===== config.mk =====
export PLATFORM = sky130hd
export DESIGN_NAME = multi_button_debounce_timer_core_flat
export DESIGN_NICKNAME = d
export VERILOG_FILES = /design/src/hdl/mbdt_pkg.sv /design/src/hdl/mbdt_if.sv /design/src/hdl/mbdt_front.sv /design/src/hdl/mbdt_queue.sv /design/src/hdl/mbdt_back.sv /design/src/hdl/multi_button_debounce_timer_core.sv /design/src/flat_wrapper.sv
export SDC_FILE = /design/constraint.sdc
export NUM_CORES = 2
export LEC_CHECK = 0
export ABC_AREA = 1
export BUFFER_PORTS_ARGS = -buffer_cell sky130_fd_sc_hd__buf_2
export CAP_MARGIN = 25
export CORE_MARGIN = 8
export CORE_UTILIZATION = 25
export DETAILED_ROUTE_END_ITERATION = 6
export PLACE_DENSITY = 0.41
export RECOVER_POWER = 50
export SYNTH_ARGS = -nofsm -noshare
export SYNTH_HDL_FRONTEND = slang
export SYNTH_SLANG_ARGS = --single-unit

===== constraint.sdc =====
create_clock -name clk_i -period 8.1 [get_ports clk_i]
set_clock_uncertainty 0.1 [all_clocks]
set_input_delay 0.405 -clock clk_i [delete_from_list [all_inputs] [get_ports clk_i]]
set_output_delay 0.405 -clock clk_i [all_outputs]
set_load 0.1 [all_outputs]

===== src/hdl/mbdt_pkg.sv =====
// ----------------------------------------------------------------------------
// Button debounce timer package
// Shared constants and types for the multi-button debounce timer core.
// ----------------------------------------------------------------------------
package mbdt_pkg;

  localparam int unsigned PIN_SLOTS        = 16;
  localparam int unsigned BUTTON_COUNT_DEF = 16;
  localparam int unsigned PIN_W            = 4;
  localparam int unsigned CNT_W            = 5;
  localparam int unsigned TIME_W           = 32;
  localparam int unsigned MASK_W           = 16;
  localparam logic [TIME_W-1:0] DEBOUNCE_RESET = 32'd20000;

  typedef enum logic {
    REQ_EDGE = 1'b0,
    REQ_ACK  = 1'b1
  } req_type_e;

  typedef enum logic {
    CFG_DEBOUNCE = 1'b0,
    CFG_ENABLE   = 1'b1
  } cfg_idx_e;

  typedef enum logic [1:0] {
    F_IDLE,
    F_SCAN,
    F_POST
  } front_state_e;

  typedef enum logic {
    B_IDLE,
    B_EMIT
  } back_state_e;

  typedef struct packed {
    logic [PIN_W-1:0]  button;
    logic [TIME_W-1:0] press_us;
  } rel_rec_t;

  typedef struct packed {
    logic              valid;
    logic [CNT_W-1:0]  count;
    logic [MASK_W-1:0] edge_mask;
  } batch_t;

  typedef struct packed {
    logic              release_valid;
    logic [PIN_W-1:0]  button;
    logic [TIME_W-1:0] press_us;
    logic [MASK_W-1:0] edge_mask;
    logic              last;
  } res_t;

endpackage


===== src/hdl/mbdt_if.sv =====
// ----------------------------------------------------------------------------
// Button debounce timer channels
// Valid/ready request and result channels of the debounce timer core.
// ----------------------------------------------------------------------------
interface mbdt_req_if;
  logic                        valid;
  logic                        ready;
  logic                        req_type;
  logic [mbdt_pkg::MASK_W-1:0] pending_mask;
  logic [mbdt_pkg::TIME_W-1:0] now_us;
  logic [mbdt_pkg::PIN_W-1:0]  ack_button;

  modport source (output valid, req_type, pending_mask, now_us, ack_button, input ready);
  modport sink (input valid, req_type, pending_mask, now_us, ack_button, output ready);
endinterface

interface mbdt_res_if;
  logic                        valid;
  logic                        ready;
  logic                        release_valid;
  logic [mbdt_pkg::PIN_W-1:0]  button;
  logic [mbdt_pkg::TIME_W-1:0] press_us;
  logic [mbdt_pkg::MASK_W-1:0] edge_mask;
  logic                        last;

  modport source (output valid, release_valid, button, press_us, edge_mask, last,
                  input ready);
  modport sink (input valid, release_valid, button, press_us, edge_mask, last,
                output ready);
endinterface


===== src/hdl/mbdt_front.sv =====
// ----------------------------------------------------------------------------
// Button debounce timer front end
// Accepts requests, holds the per-pin state and scans one pin per cycle unless the release queue is full.
// ----------------------------------------------------------------------------
module mbdt_front #(
  parameter int unsigned BUTTON_COUNT = mbdt_pkg::BUTTON_COUNT_DEF
) (
  input  logic                        clk_i,
  input  logic                        rst_ni,
  mbdt_req_if.sink                    req,
  input  logic                        cfg_we_i,
  input  mbdt_pkg::cfg_idx_e          cfg_idx_i,
  input  logic [mbdt_pkg::TIME_W-1:0] cfg_data_i,
  output mbdt_pkg::rel_rec_t          push_rec_o,
  output logic                        push_o,
  input  logic                        q_full_i,
  output mbdt_pkg::batch_t            batch_o,
  input  logic                        batch_take_i
);
  import mbdt_pkg::*;

  localparam int unsigned PinCount = (BUTTON_COUNT > PIN_SLOTS) ? PIN_SLOTS : BUTTON_COUNT;
  localparam int unsigned IdxW     = (PinCount > 1) ? $clog2(PinCount) : 1;

  logic [TIME_W-1:0] press_q [PinCount];
  logic [PinCount-1:0] wait_q;
  logic [TIME_W-1:0] debounce_q;
  logic [MASK_W-1:0] enable_q;

  front_state_e      state_q, state_d;
  logic [IdxW-1:0]   idx_q, idx_d;
  logic [MASK_W-1:0] pend_q, pend_d;
  logic [TIME_W-1:0] now_q, now_d;
  logic [CNT_W-1:0]  cnt_q, cnt_d;
  batch_t            batch_q, batch_d;

  logic [TIME_W-1:0] cur_press;
  logic [TIME_W-1:0] due_time;
  logic [MASK_W-1:0] edge_mask;
  logic              bit_on, is_empty, is_rel, stall, accept, ack_in_range;

  assign cur_press    = press_q[idx_q];
  assign due_time     = cur_press + debounce_q;
  assign bit_on       = pend_q[idx_q] & enable_q[idx_q];
  assign is_empty     = (cur_press == '0);
  assign is_rel       = (due_time < now_q);
  assign stall        = bit_on & ~is_empty & is_rel & q_full_i;
  assign accept       = req.valid & req.ready;
  assign ack_in_range = (32'(req.ack_button) < PinCount);

  always_comb begin
    edge_mask = '0;
    edge_mask[PinCount-1:0] = wait_q;
  end

  assign push_rec_o = '{button: PIN_W'(idx_q), press_us: now_q - cur_press};
  assign batch_o    = batch_q;

  always_comb begin
    state_d   = state_q;
    idx_d     = idx_q;
    pend_d    = pend_q;
    now_d     = now_q;
    cnt_d     = cnt_q;
    batch_d   = batch_q;
    push_o    = 1'b0;
    req.ready = (state_q == F_IDLE) && !batch_q.valid;
    if (batch_take_i) begin
      batch_d.valid = 1'b0;
    end
    case (state_q)
      F_IDLE: begin
        if (req.valid && req.ready) begin
          pend_d  = req.pending_mask;
          now_d   = req.now_us;
          cnt_d   = '0;
          idx_d   = '0;
          state_d = (req.req_type == REQ_ACK) ? F_POST : F_SCAN;
        end
      end
      F_SCAN: begin
        if (!stall) begin
          push_o = bit_on & ~is_empty & is_rel;
          if (push_o) begin
            cnt_d = cnt_q + CNT_W'(1);
          end
          if (idx_q == IdxW'(PinCount - 1)) begin
            state_d = F_POST;
          end else begin
            idx_d = idx_q + IdxW'(1);
          end
        end
      end
      F_POST: begin
        batch_d = '{valid: 1'b1, count: cnt_q, edge_mask: edge_mask};
        state_d = F_IDLE;
      end
      default: begin
        state_d = F_IDLE;
      end
    endcase
  end

  always_ff @(posedge clk_i or negedge rst_ni) begin
    if (!rst_ni) begin
      state_q <= F_IDLE;
      idx_q   <= '0;
      cnt_q   <= '0;
      batch_q <= '0;
    end else begin
      state_q <= state_d;
      idx_q   <= idx_d;
      cnt_q   <= cnt_d;
      batch_q <= batch_d;
    end
  end

  always_ff @(posedge clk_i) begin
    pend_q <= pend_d;
    now_q  <= now_d;
  end

  always_ff @(posedge clk_i or negedge rst_ni) begin
    if (!rst_ni) begin
      for (int i = 0; i < PinCount; i++) begin
        press_q[i] <= '0;
      end
      wait_q     <= '0;
      debounce_q <= DEBOUNCE_RESET;
      enable_q   <= '0;
    end else begin
      if (cfg_we_i) begin
        case (cfg_idx_i)
          CFG_DEBOUNCE: begin
            debounce_q <= cfg_data_i;
          end
          CFG_ENABLE: begin
            for (int i = 0; i < PinCount; i++) begin
              if (cfg_data_i[i] && !enable_q[i]) begin
                press_q[i] <= '0;
                wait_q[i]  <= 1'b0;
              end
            end
            enable_q <= cfg_data_i[MASK_W-1:0];
          end
          default: begin
          end
        endcase
      end
      if (accept && (req.req_type == REQ_ACK) && ack_in_range) begin
        press_q[req.ack_button[IdxW-1:0]] <= '0;
      end
      if ((state_q == F_SCAN) && bit_on && !stall) begin
        if (is_empty) begin
          press_q[idx_q] <= now_q;
          wait_q[idx_q]  <= 1'b1;
        end else if (is_rel) begin
          press_q[idx_q] <= now_q - cur_press;
          wait_q[idx_q]  <= 1'b0;
        end else begin
          wait_q[idx_q] <= 1'b1;
        end
      end
    end
  end

endmodule


===== src/hdl/mbdt_queue.sv =====
// ----------------------------------------------------------------------------
// Button debounce timer release queue
// Small FIFO of release records between the front end and the result side.
// ----------------------------------------------------------------------------
module mbdt_queue (
  input  logic               clk_i,
  input  logic               rst_ni,
  input  logic               push_i,
  input  mbdt_pkg::rel_rec_t push_rec_i,
  input  logic               pop_i,
  output mbdt_pkg::rel_rec_t pop_rec_o,
  output logic               full_o,
  output logic               empty_o
);
  import mbdt_pkg::*;

  rel_rec_t         mem_q [PIN_SLOTS];
  logic [PIN_W-1:0] wr_q, rd_q;
  logic [CNT_W-1:0] cnt_q;
  logic             do_push, do_pop;

  assign full_o    = (cnt_q == CNT_W'(PIN_SLOTS));
  assign empty_o   = (cnt_q == '0);
  assign do_push   = push_i & ~full_o;
  assign do_pop    = pop_i & ~empty_o;
  assign pop_rec_o = mem_q[rd_q];

  always_ff @(posedge clk_i) begin
    if (do_push) begin
      mem_q[wr_q] <= push_rec_i;
    end
  end

  always_ff @(posedge clk_i or negedge rst_ni) begin
    if (!rst_ni) begin
      wr_q  <= '0;
      rd_q  <= '0;
      cnt_q <= '0;
    end else begin
      if (do_push) begin
        wr_q <= wr_q + PIN_W'(1);
      end
      if (do_pop) begin
        rd_q <= rd_q + PIN_W'(1);
      end
      if (do_push && !do_pop) begin
        cnt_q <= cnt_q + CNT_W'(1);
      end else if (do_pop && !do_push) begin
        cnt_q <= cnt_q - CNT_W'(1);
      end
    end
  end

endmodule


===== src/hdl/mbdt_back.sv =====
// ----------------------------------------------------------------------------
// Button debounce timer result side
// Turns a finished batch and its queued releases into result requests.
// ----------------------------------------------------------------------------
module mbdt_back (
  input  logic               clk_i,
  input  logic               rst_ni,
  input  mbdt_pkg::batch_t   batch_i,
  output logic               batch_take_o,
  input  mbdt_pkg::rel_rec_t q_rec_i,
  input  logic               q_empty_i,
  output logic               pop_o,
  mbdt_res_if.source         res
);
  import mbdt_pkg::*;

  back_state_e       state_q, state_d;
  logic [CNT_W-1:0]  left_q, left_d;
  logic [MASK_W-1:0] mask_q, mask_d;
  res_t              out_q, out_d;
  logic              out_valid_q, out_valid_d;
  logic              out_free, out_load;

  assign out_free = ~out_valid_q | res.ready;

  always_comb begin
    state_d      = state_q;
    left_d       = left_q;
    mask_d       = mask_q;
    out_d        = out_q;
    out_load     = 1'b0;
    batch_take_o = 1'b0;
    pop_o        = 1'b0;
    case (state_q)
      B_IDLE: begin
        if (batch_i.valid && out_free) begin
          batch_take_o = 1'b1;
          if (batch_i.count == '0) begin
            out_load = 1'b1;
            out_d    = '{release_valid: 1'b0, button: '0, press_us: '0,
                         edge_mask: batch_i.edge_mask, last: 1'b1};
          end else begin
            left_d  = batch_i.count;
            mask_d  = batch_i.edge_mask;
            state_d = B_EMIT;
          end
        end
      end
      B_EMIT: begin
        if (out_free && !q_empty_i) begin
          pop_o    = 1'b1;
          out_load = 1'b1;
          out_d    = '{release_valid: 1'b1, button: q_rec_i.button,
                       press_us: q_rec_i.press_us, edge_mask: mask_q,
                       last: (left_q == CNT_W'(1))};
          left_d   = left_q - CNT_W'(1);
          if (left_q == CNT_W'(1)) begin
            state_d = B_IDLE;
          end
        end
      end
      default: begin
        state_d = B_IDLE;
      end
    endcase
    if (out_load) begin
      out_valid_d = 1'b1;
    end else if (res.ready) begin
      out_valid_d = 1'b0;
    end else begin
      out_valid_d = out_valid_q;
    end
  end

  always_ff @(posedge clk_i or negedge rst_ni) begin
    if (!rst_ni) begin
      state_q     <= B_IDLE;
      left_q      <= '0;
      out_valid_q <= 1'b0;
    end else begin
      state_q     <= state_d;
      left_q      <= left_d;
      out_valid_q <= out_valid_d;
    end
  end

  always_ff @(posedge clk_i) begin
    mask_q <= mask_d;
    out_q  <= out_d;
  end

  assign res.valid         = out_valid_q;
  assign res.release_valid = out_q.release_valid;
  assign res.button        = out_q.button;
  assign res.press_us      = out_q.press_us;
  assign res.edge_mask     = out_q.edge_mask;
  assign res.last          = out_q.last;

endmodule


===== src/hdl/multi_button_debounce_timer_core.sv =====
// Edge events scan min(BUTTON_COUNT, 16) pins, one per cycle unless the release queue is
// full; the batch is registered after the scan and the results after the result side
// takes it. An acknowledge skips the scan and gives a single result.
// Results leave one per cycle while the consumer is ready; the next request is taken in
// the cycle after the result side takes the batch.
// Reset clears all press times and wait flags, sets debounce to 20000 and disables pins.
// ----------------------------------------------------------------------------
// Multi-button debounce timer core
// Debounces active-low buttons and reports press lengths on release.
// ----------------------------------------------------------------------------
module multi_button_debounce_timer_core #(
  parameter int unsigned BUTTON_COUNT = mbdt_pkg::BUTTON_COUNT_DEF
) (
  input  logic                        clk_i,
  input  logic                        rst_ni,
  mbdt_req_if.sink                    req_i,
  mbdt_res_if.source                  res_o,
  input  logic                        cfg_we_i,
  input  mbdt_pkg::cfg_idx_e          cfg_idx_i,
  input  logic [mbdt_pkg::TIME_W-1:0] cfg_data_i
);
  import mbdt_pkg::*;

  rel_rec_t push_rec, pop_rec;
  batch_t   batch;
  logic     push, pop, q_full, q_empty, batch_take;

  mbdt_front #(
    .BUTTON_COUNT(BUTTON_COUNT)
  ) u_front (
    .clk_i       (clk_i),
    .rst_ni      (rst_ni),
    .req         (req_i),
    .cfg_we_i    (cfg_we_i),
    .cfg_idx_i   (cfg_idx_i),
    .cfg_data_i  (cfg_data_i),
    .push_rec_o  (push_rec),
    .push_o      (push),
    .q_full_i    (q_full),
    .batch_o     (batch),
    .batch_take_i(batch_take)
  );

  mbdt_queue u_queue (
    .clk_i     (clk_i),
    .rst_ni    (rst_ni),
    .push_i    (push),
    .push_rec_i(push_rec),
    .pop_i     (pop),
    .pop_rec_o (pop_rec),
    .full_o    (q_full),
    .empty_o   (q_empty)
  );

  mbdt_back u_back (
    .clk_i       (clk_i),
    .rst_ni      (rst_ni),
    .batch_i     (batch),
    .batch_take_o(batch_take),
    .q_rec_i     (pop_rec),
    .q_empty_i   (q_empty),
    .pop_o       (pop),
    .res         (res_o)
  );

endmodule

===== src/flat_wrapper.sv =====
// flat-port wrapper written by rule: the top's interface ports become plain ports
module multi_button_debounce_timer_core_flat import mbdt_pkg::*;
#(
  parameter int unsigned BUTTON_COUNT = mbdt_pkg::BUTTON_COUNT_DEF
)
  (clk_i, rst_ni, cfg_we_i, cfg_idx_i, cfg_data_i, req_i_valid, req_i_req_type, req_i_pending_mask, req_i_now_us, req_i_ack_button, req_i_ready, res_o_valid, res_o_release_valid, res_o_button, res_o_press_us, res_o_edge_mask, res_o_last, res_o_ready);
  mbdt_req_if req_i_i ();
  mbdt_res_if res_o_i ();
  input  logic clk_i;
  input  logic rst_ni;
  input  logic cfg_we_i;
  input  mbdt_pkg::cfg_idx_e cfg_idx_i;
  input  logic [mbdt_pkg::TIME_W-1:0] cfg_data_i;
  input wire logic [$bits(req_i_i.valid)-1:0] req_i_valid;
  input wire logic [$bits(req_i_i.req_type)-1:0] req_i_req_type;
  input wire logic [$bits(req_i_i.pending_mask)-1:0] req_i_pending_mask;
  input wire logic [$bits(req_i_i.now_us)-1:0] req_i_now_us;
  input wire logic [$bits(req_i_i.ack_button)-1:0] req_i_ack_button;
  output wire logic [$bits(req_i_i.ready)-1:0] req_i_ready;
  output wire logic [$bits(res_o_i.valid)-1:0] res_o_valid;
  output wire logic [$bits(res_o_i.release_valid)-1:0] res_o_release_valid;
  output wire logic [$bits(res_o_i.button)-1:0] res_o_button;
  output wire logic [$bits(res_o_i.press_us)-1:0] res_o_press_us;
  output wire logic [$bits(res_o_i.edge_mask)-1:0] res_o_edge_mask;
  output wire logic [$bits(res_o_i.last)-1:0] res_o_last;
  input wire logic [$bits(res_o_i.ready)-1:0] res_o_ready;
  assign req_i_i.valid = req_i_valid;
  assign req_i_i.req_type = req_i_req_type;
  assign req_i_i.pending_mask = req_i_pending_mask;
  assign req_i_i.now_us = req_i_now_us;
  assign req_i_i.ack_button = req_i_ack_button;
  assign req_i_ready = req_i_i.ready;
  assign res_o_valid = res_o_i.valid;
  assign res_o_release_valid = res_o_i.release_valid;
  assign res_o_button = res_o_i.button;
  assign res_o_press_us = res_o_i.press_us;
  assign res_o_edge_mask = res_o_i.edge_mask;
  assign res_o_last = res_o_i.last;
  assign res_o_i.ready = res_o_ready;
  multi_button_debounce_timer_core #(.BUTTON_COUNT(BUTTON_COUNT)) u_core (.clk_i(clk_i), .rst_ni(rst_ni), .req_i(req_i_i), .res_o(res_o_i), .cfg_we_i(cfg_we_i), .cfg_idx_i(cfg_idx_i), .cfg_data_i(cfg_data_i));
endmodule

# ---- After elaboration in Yosys (flattened, before gate mapping)
# Memory sizes are Yosys's and may differ from the RTL's.
# Cells that the tools add are included.
dict set report word_totals {
  register_bits 747
  n_memories 1
  elab_cells 259
  ram_bits 576
}
dict set report classes {
  n_eq_ne 14
  mux 101
  order_cmp 7
  add_sub_neg 9
  reduce_logical 66
  n_bitwise 22
}
# memory depth word_bits read_ports rd_clocked_by_memory_dff write_ports line
set memory_table {}
lappend memory_table {u_core.u_queue.mem_q 16 36 1 0 1 mbdt_queue.sv:17} ;# rel_rec_t mem_q [PIN_SLOTS];
# cell count
set ops {}
lappend ops {{two-way mux 512 bit} 6}
lappend ops {{bitwise mux 512 bit} 2}
lappend ops {{two-way mux 32 bit} 20}
lappend ops {{AND 512 bit} 1}
lappend ops {{NOT 512 bit} 1}
lappend ops {{demux 32 bit (select 4 bit)} 2}
lappend ops {{two-way mux 54 bit} 3}
lappend ops {{binary-select mux 32 bit (select 4 bit)} 1}
lappend ops {{case mux 54 bit (2 select lines)} 1}
lappend ops {{two-way mux 16 bit} 5}
lappend ops {{two-way mux 5 bit} 8}
lappend ops {{two-way mux 1 bit} 36}
lappend ops {{adder 32 bit} 1}
lappend ops {{logical NOT 32 bit} 1}
lappend ops {{less-than comparator 32 bit} 1}
lappend ops {{subtractor 32 bit} 1}
lappend ops {{logical AND 1 bit} 28}
lappend ops {{two-way mux 22 bit} 1}
lappend ops {{logical NOT 1 bit} 21}
lappend ops {{case mux 5 bit (2 select lines)} 2}
lappend ops {{AND 16 bit} 1}
lappend ops {{NOT 16 bit} 1}
lappend ops {{OR 16 bit} 1}
lappend ops {{!= test 2 bit (second input constant)} 7}
lappend ops {{other kinds (30)} 67}

# ---- Logic depth before layout (Yosys ltp)
dict set report depth {
  ltp_word 16
  mapped_depth 48
  ltp_nobuf 42
}

# ---- By module
# From an unflattened synthesis, not the netlist that was laid out.
dict set report unflattened {
  cells_unflattened 11028
  hier_area_um2 80777.5
}
# module area_per_inst_um2 cells_each seq_area_each_um2 n_inst
set by_module_without_submodules {}
lappend by_module_without_submodules {mbdt_front 52910.7 8401 16687.3 1}
lappend by_module_without_submodules {mbdt_queue 24790.0 2359 17621.9 1}
lappend by_module_without_submodules {mbdt_back 3076.7 268 2277.2 1}

# ---- Worst setup path before layout
# No wires, ideal clock.
dict set report synth_timing {
  path_kind {register to register}
  start {register u_core.u_front.idx_q[2]}
  end {memory u_core.u_queue.mem_q[0][0] (netlist name), enable pin}
  period_less_slack_ns 7.511
  t_arrival_ns 6.982
  path_stages_with_launch 37
  setup_ns 0.429
  path_slack_ns 0.589
  path_cell_list {dfrtp_1 -> buf_4 -> nand2_1 -> inv_1 -> buf_1 -> nand2_1 -> nand2_1 -> nor2_1 -> inv_1 -> ha_1 -> inv_1 -> fa_1 -> o21ai_0 -> a21oi_1 -> o21ai_0 -> nand2_1 -> nand2_1 -> nand2_1 -> nand2_1 -> a21oi_1 -> o21ai_0 -> xor2_1 -> ha_1 -> nand2_1 -> o21ai_0 -> nand2_1 -> o211ai_1 -> a21oi_1 -> nand2_1 -> inv_1 -> buf_2 -> buf_2 -> nand3_1 -> nor3_1 -> buf_2 -> nand2_1 -> nor2_1}
}
dict set report synth_via {
  elab_chain_cells 14
}
# item line
set synth_lines {}
lappend synth_lines {{start: declaration} mbdt_front.sv:31} ;# logic [IdxW-1:0] idx_q, idx_d;
lappend synth_lines {{start signal: assignment} mbdt_front.sv:112} ;# idx_q <= idx_d;
lappend synth_lines {{branches (longest 7 deep; another with adder 32 bit)} -}
lappend synth_lines {{AND 1 bit (*)} {mbdt_front.sv:47, mbdt_front.sv:83}}
lappend synth_lines {{AND 1 bit} mbdt_front.sv:47} ;# assign stall = bit_on & ~is_empty & is_rel & q_full_i;
lappend synth_lines {{two-way mux 1 bit (*)} mbdt_front.sv:82} ;# if (!stall) begin
lappend synth_lines {{two-way mux 1 bit (*)} mbdt_front.sv:71} ;# case (state_q)
lappend synth_lines {{AND 1 bit (*)} mbdt_queue.sv:24} ;# assign do_push = push_i & ~full_o;
lappend synth_lines {{net u_core.u_queue.do_push} mbdt_queue.sv:20} ;# logic do_push, do_pop;
lappend synth_lines {{two-way mux 1 bit (*)} mbdt_queue.sv:29} ;# if (do_push) begin
lappend synth_lines {{two-way mux 1 bit (implied by the code) (*)} mbdt_queue.sv:30} ;# mem_q[wr_q] <= push_rec_i;
lappend synth_lines {{end: declaration} mbdt_queue.sv:17}
# Mark *: on every way through the listed nets, which the timed path passes. The select of a mux whose other input is x is not followed.

# ---- Final worst setup path
dict set report layout_timing {
  start {register u_core.u_front.idx_q[0]}
  end {register u_core.u_queue.cnt_q[4]}
}
dict set report layout_via {
  elab_chain_cells 15
}
# item line
set layout_lines {}
lappend layout_lines {{branches (longest 7 deep; another with adder 32 bit)} -}
lappend layout_lines {{AND 1 bit (*)} {mbdt_front.sv:47, mbdt_front.sv:83}}
lappend layout_lines {{AND 1 bit} mbdt_front.sv:47}
lappend layout_lines {{two-way mux 1 bit (*)} mbdt_front.sv:82}
lappend layout_lines {{two-way mux 1 bit (*)} mbdt_front.sv:71}
lappend layout_lines {{AND 1 bit (*)} mbdt_queue.sv:24}
lappend layout_lines {{logical NOT 1 bit} mbdt_queue.sv:48} ;# end else if (do_pop && !do_push) begin
lappend layout_lines {{logical AND 1 bit} mbdt_queue.sv:48}
lappend layout_lines {{nonzero test 2 bit (no source line)} -}
lappend layout_lines {{end signal: assignment} mbdt_queue.sv:47} ;# cnt_q <= cnt_q + CNT_W'(1);
lappend layout_lines {{end signal: assignment} mbdt_queue.sv:49} ;# cnt_q <= cnt_q - CNT_W'(1);
lappend layout_lines {{end: declaration} mbdt_queue.sv:19} ;# logic [CNT_W-1:0] cnt_q;
# Every way passes the cells marked *. The select of a mux whose other input is x is not followed.
# A chain may end at the register's enable or synchronous reset.

==> impl_metrics.env <==
export IMPL_grt_pass1_wl_um=500000
export IMPL_crit_type="flop to flop"
export IMPL_yosysUniqueCellTypes=50
export IMPL_die_area_um2=321000
export IMPL_cp_data_arrival_time_ns=8.22
export IMPL_cts_root_buf="clkbuf_16"
export IMPL_initial_core_util_pct=25.1
export IMPL_p_leak_nw=36.5
export IMPL_grt_busiest_layer="met2"
export IMPL_syn_area_um2=75700
export IMPL_worst_pin_slew_ns=4.41
export IMPL_critPathSlowestCell="dfrtp_4"
export IMPL_layout_drive_gt1_share_pct=8.26
export IMPL_cp_buffers_inverters=7
export IMPL_max_cap_violations=25
export IMPL_clk_path_buf_depth=4
export IMPL_final_common_cell="nand2_1"
export IMPL_h_tree_depth=4
export IMPL_core_area_um2=302000
export IMPL_max_stage_delay_ns=0.51
export IMPL_cts_sinks=1323
export IMPL_p_per_area_nw_per_um2=195
export IMPL_detailedRoute_firstIterationViolations=7397
export IMPL_violations="capacitance limit, slew limit"
export IMPL_clk_latency_ns=0.88
export IMPL_groute_layer_met1_usage_pct=27.6
export IMPL_syn_avg_cell_area_um2=7.81
export IMPL_max_freq_mhz=132
export IMPL_dr_pass1_iters=6
export IMPL_rows=202
export IMPL_cts_made_buffers=171
export IMPL_synth_seq_cells=1323
export IMPL_end_kind="flop"
export IMPL_use_met2_pct=33.3
export IMPL_fin_crit_sh_pct=93.6
export IMPL_wl_um=347000
export IMPL_synth_area_leader_cell="edfxtp_1"
export IMPL_path_common_cell="nand2_1"
export IMPL_min_period_ns=7.58
export IMPL_fin_tns_setup_ns=0
export IMPL_port_buffers=146
export IMPL_post_drt_via_cell_ratio=5.19
export IMPL_hold_viol_final=0
export IMPL_ys_warn_count=0
export IMPL_finalSetupViolCount=0
export IMPL_clk_pin_slew_ns=0.06
export IMPL_postSynthCellCount=9693
export IMPL_syn_nets=9896
export IMPL_final_max_slew_viol_count=1119
export IMPL_gp_congestion=0.872
export IMPL_grt_antenna_before_repair=18
export IMPL_layout_common_cells="2770 x nand2_1, 1042 x o21ai_0, 774 x nand3_1"
export IMPL_avgRoutedWirePerCell_um=25.0
export IMPL_crit_path_max_fanout=74
export IMPL_grt_pass1_vias=69900
export IMPL_die_y_um=566
export IMPL_status="complete, but fails checks"
export IMPL_ant_nets=0
export IMPL_grt_overflow_total=0
export IMPL_dieWidth_um=566
export IMPL_area_delta_synth_final_pct=17.2
export IMPL_synth_edf_count=694
export IMPL_max_vdd_ir_drop_v=0.000247
export IMPL_crit_family="simple AND/OR/NAND/NOR gates"
export IMPL_dr_total_vias=71900
export IMPL_boundaryPins=147
export IMPL_hold_path_class="primary input to flop"
export IMPL_rsz0062_at_grt="false"
export IMPL_grt_total_usage_pct=20.6
export IMPL_nNetsFinal=9920
export IMPL_ys_seq_area_share_pct=48.3
export IMPL_crit_path_start_kind="flop"
export IMPL_ys_top_cells_by_area="edfxtp_1 28%, dfrtp_1 21%, nand2_1 14%"
export IMPL_met3_usage_pct=3.01
export IMPL_critPathRequiredTime_ns=8.73
export IMPL_synthArstFlopShare_pct=47.5
export IMPL_synth_top_area_share_pct=27.5
export IMPL_synth_ff_type="edfxtp_1"
export IMPL_slew_headroom_pct=-194
export IMPL_grt_max_degree=200
export IMPL_hold_slack_ns=0.0679
export IMPL_cts_tree="built"
export IMPL_drc=0
export IMPL_dpl_hpwl_um=221000
==> layer usage <==
layer / part of all wire [%] / up-vias
li1: - / 32700
met1: 44 / 35500
met2: 45 / 2979
met3: 6.6 / 678
met4: 4.4 / 8
met5: 0.014 / -
==> repair_timing <==
action	in CTS	in global routing
endpoints found under the hold margin	279	0
hold buffers	85	0
setup buffers	0	0
endpoints found under the setup margin	0	492
resized for setup	0	6
==> cell type report <==
type	count	area, µm²
clock inverter	82	903
fill	32100	213000
clock buffer	226	4770
tap	3978	4980
inverter	808	3080
timing repair buffer	564	4850
antenna	6	15.0
sequential	1323	36600
multi-input combinational	6849	33500
==> synthesized netlist by cell type, types with 9 or more instances <==
cell	number
dfrtp_1	624
o22ai_1	225
or2_2	22
buf_2	149
nand2_1	2771
nand4_1	20
inv_2	9
o211ai_1	227
xnor2_1	10
a21oi_1	198
o2111ai_1	14
nor3_1	439
a31oi_1	10
buf_1	22
o21ai_1	22
o21ai_0	1049
nor2_1	634
xor2_1	40
mux2_2	49
or2_0	50
edfxtp_1	694
nand3_1	774
o21bai_1	31
buf_6	9
inv_1	740
clkbuf_1	487
buf_4	46
ha_1	109
o221ai_1	96
clkinv_1	59
==> kinds of logic after synthesis <==
logic type                 count (synthesis)  synth area share, %
AOI/OAI and AO/OA                       1892                 14.4
xor gates and xnor gates                  50                0.578
adders and majority gates                112                 1.88
buffers and inverters                   1521                 8.10
DFF                                     1323                 48.3
muxes                                     49                0.729
and+or+nand+nor                         4746                 26.0
==> report_power, final <==
| part | switching, mW | internal (mW) |
|---|---|---|
| logic | 1.73 | 0.446 |
| registers | 0.0559 | 7.16 |
| clock network | 3.22 | 4.68 |
| total | 5.00 | 12.3 |
==> flip-flops by register name, summed over array words and instances, names as in the netlist, 2 cells and up <==
signal                       flops
u_core.u_back.res.edge_mask     16
u_core.u_front.cnt_q             5
u_core.u_front.enable_q         16
u_core.u_back.left_q             5
u_core.u_front.edge_mask        16
u_core.u_front.batch_o          22
u_core.u_front.idx_q             4
u_core.u_front.now_q            32
u_core.u_back.mask_q            16
u_core.u_queue.mem_q           576
u_core.u_front.debounce_q       32
u_core.u_front.state_q           2
u_core.u_queue.cnt_q             5
u_core.u_queue.wr_q              4
u_core.u_front.press_q         512
u_core.u_queue.rd_q              4
u_core.u_back.res.button         4
u_core.u_front.pend_q           16
u_core.u_back.res.press_us      32
==> per-stage QoR <==
| step | setup slack, ns | instances | instance area [µm²] | total power, mW | utilization, % |
|---|---|---|---|---|---|
| 5_1_grt | 0.0430 | 13800 | 88700 | 17.8 | 29.4 |
| 2_1_floorplan | 0.589 | 9693 | 75700 | 8.55 | - |
| 3_3_place_gp | 0.305 | 13400 | 82100 | 9.46 | 27.2 |
| 6_report | 0.517 | 13800 | 88700 | 17.3 | 29.4 |
| 4_1_cts | 0.360 | 13800 | 88900 | 17.5 | 29.4 |
| 3_5_place_dp | 0.357 | 13400 | 82400 | 9.48 | 27.3 |
==> path summary, 6_finish.rpt <==
kind                                    startpoint  cells after the start                             to  slack, ns
max                        u_core.u_front.idx_q[0]                     41        u_core.u_queue.cnt_q[4]       0.52
min                            req_i_ack_button[0]                      4    u_core.u_front.press_q[385]       0.07
max reg2reg                u_core.u_front.idx_q[0]                     41        u_core.u_queue.cnt_q[4]       0.52
min reg2reg                u_core.u_front.cnt_q[4]                      2        u_core.u_front.cnt_q[4]       0.37
max in group asynchronous                   rst_ni                      4    u_core.u_front.press_q[281]       2.16
min in group asynchronous                   rst_ni                      3  u_core.u_front.debounce_q[18]       1.55
==> worst register-to-register path: cells and delay by family, from the launching register on <==
| family | cells | cell delay [ns] |
|---|---|---|
| buf+inv | 7 | 1.26 |
| xor+xnor | 2 | 0.32 |
| simple gates | 20 | 2.68 |
| compound gates | 8 | 1.34 |
| flops | 1 | 0.51 |
| fa+ha+maj | 4 | 1.27 |
Note: power is estimated with default switching activity, not from simulation.
